File: src/sv/calendar_month_grid_unit_defines.svh
// Assertion macros shared by the calendar month grid unit.
// Each macro expects clk_i and rst_ni to be visible where it is used.
`ifndef CALENDAR_MONTH_GRID_UNIT_DEFINES_SVH
`define CALENDAR_MONTH_GRID_UNIT_DEFINES_SVH

// Same-cycle implication, disabled during reset.
`define CMG_ASSERT_NOW(lbl, ante, cons) \
  lbl: assert property (@(posedge clk_i) disable iff (!rst_ni) (ante) |-> (cons)) \
    else $error("calendar month grid assertion failed");

// Next-cycle implication, disabled during reset.
`define CMG_ASSERT_NEXT(lbl, ante, cons) \
  lbl: assert property (@(posedge clk_i) disable iff (!rst_ni) (ante) |=> (cons)) \
    else $error("calendar month grid assertion failed");

`endif

File: src/sv/cmg_pkg.sv
// Package for the calendar month grid unit: constants, month tables and
// the command and status structs between controller and datapath. No dependencies.
`timescale 1ns / 1ps

package cmg_pkg;

  localparam int unsigned YearW  = 14;
  localparam int unsigned MonthW = 4;
  localparam int unsigned RowW   = 3;
  localparam int unsigned ColW   = 3;
  localparam int unsigned DayW   = 5;
  localparam int unsigned CountW = 6;
  localparam int unsigned XW     = 15;

  localparam logic [YearW-1:0]  BaseYear   = 14'd1900;
  // Leap years in 1..1899.
  localparam logic [XW-1:0]     LeapsBase  = 15'd460;
  // floor(n * Recip100 / 2^19) equals n / 100 for n below 43690.
  localparam logic [12:0]       Recip100   = 13'd5243;
  // floor(x * Recip7 / 2^18) equals x / 7 for x below 43690.
  localparam logic [15:0]       Recip7     = 16'd37450;
  localparam logic [MonthW-1:0] MonthJan   = 4'd1;
  localparam logic [MonthW-1:0] MonthFeb   = 4'd2;
  localparam logic [MonthW-1:0] MonthDec   = 4'd12;
  localparam logic [ColW-1:0]   LastCol    = 3'd6;

  typedef struct packed {
    logic load;      // capture the accepted item
    logic mul100;    // form the reciprocal product for the division by 100
    logic sum;       // leap flag and day-count sum
    logic mul7;      // form the reciprocal product for the reduction mod 7
    logic setup;     // first weekday, month length, cell counters
    logic emit;      // load the next cell into the output register
  } cmg_cmd_t;

  typedef struct packed {
    logic month_ok;  // month code is 1..12
    logic last;      // the pending cell holds the month's final day
  } cmg_status_t;

  function automatic logic [DayW-1:0] month_len(input logic [MonthW-1:0] m);
    logic [DayW-1:0] len;
    unique case (m)
      4'd2:                      len = 5'd28;
      4'd4, 4'd6, 4'd9, 4'd11:   len = 5'd30;
      default:                   len = 5'd31;
    endcase
    return len;
  endfunction

  // Days before the first of the month in a common year, taken mod 7.
  function automatic logic [2:0] days_before_mod7(input logic [MonthW-1:0] m);
    logic [2:0] r;
    unique case (m)
      4'd2, 4'd3, 4'd11: r = 3'd3;
      4'd4, 4'd7:        r = 3'd6;
      4'd5:              r = 3'd1;
      4'd6:              r = 3'd4;
      4'd8:              r = 3'd2;
      4'd9, 4'd12:       r = 3'd5;
      default:           r = 3'd0;
    endcase
    return r;
  endfunction

endpackage

File: src/sv/cmg_datapath.sv
// Datapath of the calendar month grid unit: weekday arithmetic, cell counters
// and the output payload register. Depends on cmg_pkg.
`timescale 1ns / 1ps

module cmg_datapath (
  input  logic                          clk_i,
  input  cmg_pkg::cmg_cmd_t             cmd_i,
  output cmg_pkg::cmg_status_t          status_o,
  input  logic [cmg_pkg::YearW-1:0]     year_i,
  input  logic [cmg_pkg::MonthW-1:0]    month_i,
  output logic [cmg_pkg::RowW-1:0]      week_row_o,
  output logic [cmg_pkg::ColW-1:0]      weekday_o,
  output logic [cmg_pkg::DayW-1:0]      day_number_o,
  output logic                          last_cell_o
);
  import cmg_pkg::*;

  logic [YearW-1:0]  yr_q;
  logic [MonthW-1:0] mon_q;
  logic [26:0]       p100_q;
  logic [XW-1:0]     x_q;
  logic              leap_q;
  logic [30:0]       p7_q;
  logic [2:0]        first_q;
  logic [CountW-1:0] total_q;
  logic [CountW-1:0] k_q;
  logic [RowW-1:0]   row_q;
  logic [ColW-1:0]   col_q;
  logic [RowW-1:0]   week_row_q;
  logic [ColW-1:0]   weekday_q;
  logic [DayW-1:0]   day_q;
  logic              last_q;

  logic [YearW-1:0]  n;
  logic [7:0]        q100;
  logic [6:0]        r100;
  logic              leap;
  logic [XW-1:0]     x;
  logic [12:0]       q7;
  logic [2:0]        jan1;
  logic [3:0]        fsum;
  logic [2:0]        first;
  logic [DayW-1:0]   len;
  logic              last;
  logic [DayW-1:0]   day;

  always_comb begin
    n    = yr_q - 14'd1;
    q100 = p100_q[26:19];
    r100 = 7'(n - 14'({6'd0, q100} * 14'd100));
    // A century year gives n mod 100 = 99; it is a leap year when
    // its century count is a multiple of four.
    leap = ((yr_q[1:0] == 2'd0) && (r100 != 7'd99)) ||
           ((r100 == 7'd99) && (q100[1:0] == 2'd3));
    // 365 is 1 mod 7, so the day count reduces to years plus leap days.
    x    = {1'b0, yr_q - BaseYear} + {3'd0, n[YearW-1:2]} - {7'd0, q100}
           + {9'd0, q100[7:2]} - LeapsBase;
    q7   = p7_q[30:18];
    jan1 = 3'(x_q - 15'({2'd0, q7} * 15'd7));
    fsum = {1'b0, days_before_mod7(mon_q)} + {1'b0, jan1}
           + {3'd0, leap_q && (mon_q > MonthFeb)};
    first = (fsum >= 4'd7) ? 3'(fsum - 4'd7) : fsum[2:0];
    len  = month_len(mon_q) + {4'd0, leap_q && (mon_q == MonthFeb)};
    last = ((k_q + 6'd1) == total_q);
    day  = (k_q < {3'd0, first_q}) ? 5'd0 : 5'(k_q - {3'd0, first_q} + 6'd1);
  end

  always_ff @(posedge clk_i) begin
    if (cmd_i.load) begin
      yr_q  <= (year_i < BaseYear) ? BaseYear : year_i;
      mon_q <= month_i;
    end
    if (cmd_i.mul100) begin
      p100_q <= {13'd0, n} * {14'd0, Recip100};
    end
    if (cmd_i.sum) begin
      x_q    <= x;
      leap_q <= leap;
    end
    if (cmd_i.mul7) begin
      p7_q <= {16'd0, x_q} * {15'd0, Recip7};
    end
    if (cmd_i.setup) begin
      first_q <= first;
      total_q <= {3'd0, first} + {1'b0, len};
      k_q     <= '0;
      row_q   <= '0;
      col_q   <= '0;
    end
    if (cmd_i.emit) begin
      week_row_q <= row_q;
      weekday_q  <= col_q;
      day_q      <= day;
      last_q     <= last;
      k_q        <= k_q + 6'd1;
      if (col_q == LastCol) begin
        col_q <= '0;
        row_q <= row_q + 3'd1;
      end else begin
        col_q <= col_q + 3'd1;
      end
    end
  end

  assign status_o.month_ok = (mon_q >= MonthJan) && (mon_q <= MonthDec);
  assign status_o.last     = last;
  assign week_row_o   = week_row_q;
  assign weekday_o    = weekday_q;
  assign day_number_o = day_q;
  assign last_cell_o  = last_q;

endmodule

File: src/sv/cmg_ctrl.sv
// Controller of the calendar month grid unit: sequences setup steps and the
// cell emission, and owns the output valid flag. Depends on cmg_pkg and the defines header.
`timescale 1ns / 1ps
`include "calendar_month_grid_unit_defines.svh"

module cmg_ctrl (
  input  logic                 clk_i,
  input  logic                 rst_ni,
  input  logic                 in_valid_i,
  output logic                 in_ready_o,
  output logic                 out_valid_o,
  input  logic                 out_ready_i,
  output cmg_pkg::cmg_cmd_t    cmd_o,
  input  cmg_pkg::cmg_status_t status_i
);
  import cmg_pkg::*;

  typedef enum logic [2:0] {
    S_IDLE,
    S_DIV,
    S_SUM,
    S_MOD,
    S_FIRST,
    S_EMIT
  } state_e;

  state_e state_q, state_d;
  logic   out_valid_q, out_valid_d;
  logic   slot_free;

  assign slot_free = !out_valid_q || out_ready_i;

  always_comb begin
    cmd_o        = '0;
    cmd_o.load   = (state_q == S_IDLE) && in_valid_i;
    cmd_o.mul100 = (state_q == S_DIV);
    cmd_o.sum    = (state_q == S_SUM);
    cmd_o.mul7   = (state_q == S_MOD);
    cmd_o.setup  = (state_q == S_FIRST);
    cmd_o.emit   = (state_q == S_EMIT) && slot_free;

    state_d     = state_q;
    out_valid_d = out_valid_q;
    if (cmd_o.emit) begin
      out_valid_d = 1'b1;
    end else if (out_ready_i) begin
      out_valid_d = 1'b0;
    end
    unique case (state_q)
      S_IDLE:  if (in_valid_i) state_d = S_DIV;
      S_DIV:   state_d = status_i.month_ok ? S_SUM : S_IDLE;
      S_SUM:   state_d = S_MOD;
      S_MOD:   state_d = S_FIRST;
      S_FIRST: state_d = S_EMIT;
      S_EMIT:  if (cmd_o.emit && status_i.last) state_d = S_IDLE;
      default: state_d = S_IDLE;
    endcase
  end

  always_ff @(posedge clk_i or negedge rst_ni) begin
    if (!rst_ni) begin
      state_q     <= S_IDLE;
      out_valid_q <= 1'b0;
    end else begin
      state_q     <= state_d;
      out_valid_q <= out_valid_d;
    end
  end

  assign in_ready_o  = (state_q == S_IDLE);
  assign out_valid_o = out_valid_q;

  `CMG_ASSERT_NOW(a_emit_slot_free, cmd_o.emit, !out_valid_q || out_ready_i)
  `CMG_ASSERT_NEXT(a_last_cell_ends_item, cmd_o.emit && status_i.last, in_ready_o && out_valid_q)
  `CMG_ASSERT_NEXT(a_stall_holds_valid, out_valid_q && !out_ready_i, out_valid_q)

endmodule

File: src/sv/calendar_month_grid_unit.sv
// Top level of the calendar month grid unit: joins controller and datapath.
// Depends on cmg_pkg, cmg_ctrl and cmg_datapath.
`timescale 1ns / 1ps

// The unit takes one request per item on the input channel (year_i, month_i)
// and returns the month's calendar grid on the output channel, one cell per
// item in row-major order with Monday as column 0.
// Blank leading cells carry day_number_o of 0; the stream ends on the cell of
// the last day, which has last_cell_o set. Years below 1900 are treated as
// 1900. A month code outside 1..12 is taken and dropped without any cells.
// Both channels use valid/ready; an item moves when valid and ready are high.
// After an item is accepted the datapath runs four setup steps (two
// reciprocal multiplications for the divisions by 100 and by 7, the leap and
// day-count sum, and the first-weekday reduction) before the first cell is
// valid. Cells then follow one per cycle from the cell counters while the
// receiver takes them.
// A stall holds the output register and pauses the counter. in_ready_o rises
// as soon as the last cell sits in the output register, so a new request is
// accepted while that cell still waits to be taken.
// Reset clears the controller state and the output valid flag; no cell is
// pending afterwards.

module calendar_month_grid_unit (
  input  logic                       clk_i,
  input  logic                       rst_ni,
  input  logic                       in_valid_i,
  output logic                       in_ready_o,
  input  logic [cmg_pkg::YearW-1:0]  year_i,
  input  logic [cmg_pkg::MonthW-1:0] month_i,
  output logic                       out_valid_o,
  input  logic                       out_ready_i,
  output logic [cmg_pkg::RowW-1:0]   week_row_o,
  output logic [cmg_pkg::ColW-1:0]   weekday_o,
  output logic [cmg_pkg::DayW-1:0]   day_number_o,
  output logic                       last_cell_o
);
  import cmg_pkg::*;

  cmg_cmd_t    cmd;
  cmg_status_t status;

  cmg_ctrl u_ctrl (
    .clk_i       (clk_i),
    .rst_ni      (rst_ni),
    .in_valid_i  (in_valid_i),
    .in_ready_o  (in_ready_o),
    .out_valid_o (out_valid_o),
    .out_ready_i (out_ready_i),
    .cmd_o       (cmd),
    .status_i    (status)
  );

  cmg_datapath u_datapath (
    .clk_i        (clk_i),
    .cmd_i        (cmd),
    .status_o     (status),
    .year_i       (year_i),
    .month_i      (month_i),
    .week_row_o   (week_row_o),
    .weekday_o    (weekday_o),
    .day_number_o (day_number_o),
    .last_cell_o  (last_cell_o)
  );

endmodule
File: config.mk
export PLATFORM = sky130hd
export DESIGN_NAME = calendar_month_grid_unit
export DESIGN_NICKNAME = d
export VERILOG_FILES = /design/src/sv/cmg_pkg.sv /design/src/sv/cmg_datapath.sv /design/src/sv/cmg_ctrl.sv /design/src/sv/calendar_month_grid_unit.sv
export VERILOG_INCLUDE_DIRS = /design/src /design/src/sv
export SDC_FILE = /design/constraint.sdc
export NUM_CORES = 1
export LEC_CHECK = 0
export ABC_AREA = 1
export BUFFER_PORTS_ARGS = -buffer_cell sky130_fd_sc_hd__buf_2
export CAP_MARGIN = 10
export CELL_PAD_IN_SITES_DETAIL_PLACEMENT = 1
export CELL_PAD_IN_SITES_GLOBAL_PLACEMENT = 1
export CORE_UTILIZATION = 54
export DETAILED_ROUTE_END_ITERATION = 10
export HOLD_SLACK_MARGIN = 0.05
export PLACE_DENSITY = 0.89
export SLEW_MARGIN = 20
export SYNTH_ARGS = -nofsm -noshare
export SYNTH_HDL_FRONTEND = slang
export SYNTH_HIERARCHICAL = 1
export SYNTH_SLANG_ARGS = --single-unit
File: constraint.sdc
create_clock -name clk_i -period 14.1 [get_ports clk_i]
set_input_delay 2.82 -clock clk_i [delete_from_list [all_inputs] [get_ports clk_i]]
set_output_delay 2.82 -clock clk_i [all_outputs]
set_load 0.05 [all_outputs]
==> flow_metrics.env <==
export IMPL_status="complete, no violations"
export IMPL_antenna_found_initial=0
export IMPL_crit_type="reg2reg"
export IMPL_required_ns=14.23
export IMPL_hold_class="reg2reg"
export IMPL_relSlewSlack=0.264
export IMPL_fp_coreArea_mm2=0.0218
export IMPL_syn_mean_instance_area_um2=8.61
export IMPL_nets=1796
export IMPL_drt_iter0_drc=508
export IMPL_vias=9841
export IMPL_path_clk_slew_ns=0.07
export IMPL_synth_cells=1388
export IMPL_synthTopCellsByCount="inv_1 (331), ha_1 (239), nand2_1 (231)"
export IMPL_syn_num_nets=1754
export IMPL_cts_sinks=85
export IMPL_hold_violations=0
export IMPL_reg2reg_to="u_datapath/p100_q[25]"
export IMPL_clock_fmax_ghz=0.152
export IMPL_drc=0
export IMPL_syn_area_mm2=0.0120
export IMPL_yosysTopAreaCell="ha_1"
export IMPL_n_fill_cell=2673
export IMPL_synth_most_common_cell="inv_1"
export IMPL_r2r_cells=25
export IMPL_ys_seq_area_frac=0.207
export IMPL_synthToLayoutAreaGrowth_pct=6.71
export IMPL_holdPathStages=0
export IMPL_synth_edff_count=75
export IMPL_detail_route_wl_per_cell_um=21.2
export IMPL_ctsResizeCount=0
export IMPL_cts_made_buffers=9
export IMPL_ys_flop_type="edfxtp_1"
export IMPL_setup_tns_ns=0
export IMPL_post_route_util=0.586
export IMPL_ys_async_sr_fraction=0.0471
export IMPL_min_from="u_datapath/row_q[1]"
export IMPL_slew_violations=0
export IMPL_min_period_over_period=0.467
export IMPL_grt_max_degree=25
export IMPL_overflow=0
export IMPL_routed_wl_um=36400
export IMPL_timing_rr_start="u_datapath/yr_q[0]"
export IMPL_cts_root_buf="clkbuf_16"
export IMPL_die_area_mm2=0.0227
export IMPL_ios=36
export IMPL_insertion_delay_ns=0.38
export IMPL_critPathMaxFanout=6
export IMPL_ys_ff_latch=85
export IMPL_cts_buffer_depth=2
export IMPL_hold_path_end="u_datapath/week_row_o[1]"
export IMPL_n_antenna_cell=0
export IMPL_die_w_um=151
export IMPL_cts_htree_levels=3
export IMPL_netlist_area_leader_share=0.250
export IMPL_final_antenna_net_count=0
export IMPL_rows=54
export IMPL_grt_pass1_vias=11000
export IMPL_multi_input_area_mm2=0.00817
export IMPL_cts_tree="yes"
export IMPL_hold_buffers=0
export IMPL_fin_skew_ns=0.0130
export IMPL_rsz0062_at_grt="false"
export IMPL_postCtsSetupBuffers=0
export IMPL_synth_top_cells_by_area="ha_1 (25%), edfxtp_1 (19%), fa_1 (18%)"
export IMPL_synth_cell_type_count=42
export IMPL_viasPerCell=5.74
export IMPL_place_hpwl_um=30000
export IMPL_cp_end_kind="register"
export IMPL_reg2reg_slack_ns=7.51
export IMPL_worstPathArrival_ns=6.72
export IMPL_worst_slew_pin_transition_ns=1.10
export IMPL_maxCapViolations=0
export IMPL_place_congestion=0.938
export IMPL_regArea_mm2=0.00247
export IMPL_grt_pass1_wl_um=56900
export IMPL_crit_path_start_kind="register"
export IMPL_ys_warnings_count=6
export IMPL_drive_gt1_frac=0.0557
export IMPL_grt_use_total=0.337
export IMPL_port_buffers=35
export IMPL_finalSetupViolations=0
export IMPL_fp_dieH_um=151
export IMPL_start_util=0.549
export IMPL_dr_pass1_iters=5
export IMPL_min_period_ns=6.59
[per-layer routing]
layer,global-route usage,share of wire
met4,0.198,0.055
met5,0,0
met1,0.357,0.37
met2,0.629,0.53
met3,0.0524,0.043
[how the worst max path moves through the flow]
stage | startpoint | to | cells after the start
6_report | u_datapath/yr_q[0] | u_datapath/p100_q[25] | 25
5_1_grt | u_datapath/yr_q[0] | u_datapath/p100_q[22] | 25
4_1_cts | u_datapath/yr_q[0] | u_datapath/p100_q[25] | 25
3_5_place_dp | u_datapath/yr_q[0] | u_datapath/p100_q[25] | 25
3_3_place_gp | u_datapath/yr_q[0] | u_datapath/p100_q[22] | 25
2_1_floorplan | u_datapath/yr_q[0] | u_datapath/p100_q[22] | 25
[critical path, cell delays in order, from the launching register on]
cell      delay (ns)
edfxtp_1        0.48
inv_1           0.29
ha_1            0.25
inv_1           0.08
nand2_1         0.07
nand2_1         0.16
nor2_4          0.22
nand4_1         0.16
nor2_1          0.15
xor2_1          0.38
inv_1           0.27
fa_1            0.54
ha_1            0.33
fa_1            0.51
inv_1           0.06
fa_1            0.50
fa_1            0.54
inv_1           0.05
ha_1            0.35
nand2_1         0.14
nor2_1          0.21
nand2_1         0.12
nor2_1          0.11
o21ai_0         0.15
nand4_1         0.15
nand2_1         0.07
[cell usage in the layout, fill, tap and decap left out, types with 8 or more instances in the layout]
master / count
clkbuf_16: 9
a21oi_1: 61
xor2_1: 40
xnor2_1: 17
inv_2: 9
edfxtp_1: 75
buf_2: 35
nand3_1: 58
a21o_1: 8
inv_1: 331
ha_1: 239
nor2_1: 78
nand4_1: 13
fa_1: 105
o21ai_0: 41
nor3_1: 17
nand2_1: 231
[state kept, by name (all words and copies together) (netlist names), named ones only]
signal / count
u_datapath/leap_q: 1
u_ctrl/out_valid_o: 1
u_datapath/yr_q: 14
u_datapath/p7_q: 3
u_datapath/k_q: 6
u_datapath/row_q: 3
u_datapath/first_q: 3
u_datapath/weekday_o: 3
u_datapath/col_q: 3
u_datapath/p100_q: 8
u_datapath/day_number_o: 5
u_datapath/total_q: 6
u_datapath/last_cell_o: 1
u_datapath/week_row_o: 3
u_datapath/mon_q: 4
u_ctrl/state_q: 3
u_datapath/x_q: 15
[final cells by class]
cell class / instances / share of cell area
clock buffers: 9 / 0.0177
clock inverters: 7 / 0.00559
inverters: 340 / 0.100
multi-input cells: 957 / 0.640
flip-flops and latches: 85 / 0.194
well taps: 280 / 0.0275
repair buffers: 37 / 0.0149
[cells by family (layout without fill, tap and decap cells)]
group,count (synthesis),after routing,synth area share
and+or+nand+nor,419,419,0.148
buffers and inverters,346,393,0.110
adders and majority gates,344,344,0.426
AOI/OAI and AO/OA,135,135,0.0634
DFF,85,85,0.207
xor gates and xnor gates,59,59,0.0454
[through the flow]
step | hold slack (ns) | std cells | area, µm² | worst slack, ns
finish | 0.489 | 1715 | 12800 | 7.51
global route | 0.503 | 1715 | 12800 | 7.18
CTS | 0.488 | 1715 | 12800 | 7.61
detailed placement | 0.472 | 1699 | 12500 | 7.75
global placement | 0.448 | 1699 | 12500 | 8.12
floorplan | 0.435 | 1388 | 12000 | 8.50
Power is left out: the tool's default activity adds up to more than one toggle a clock period on the data nets, which glitch-free logic cannot reach.
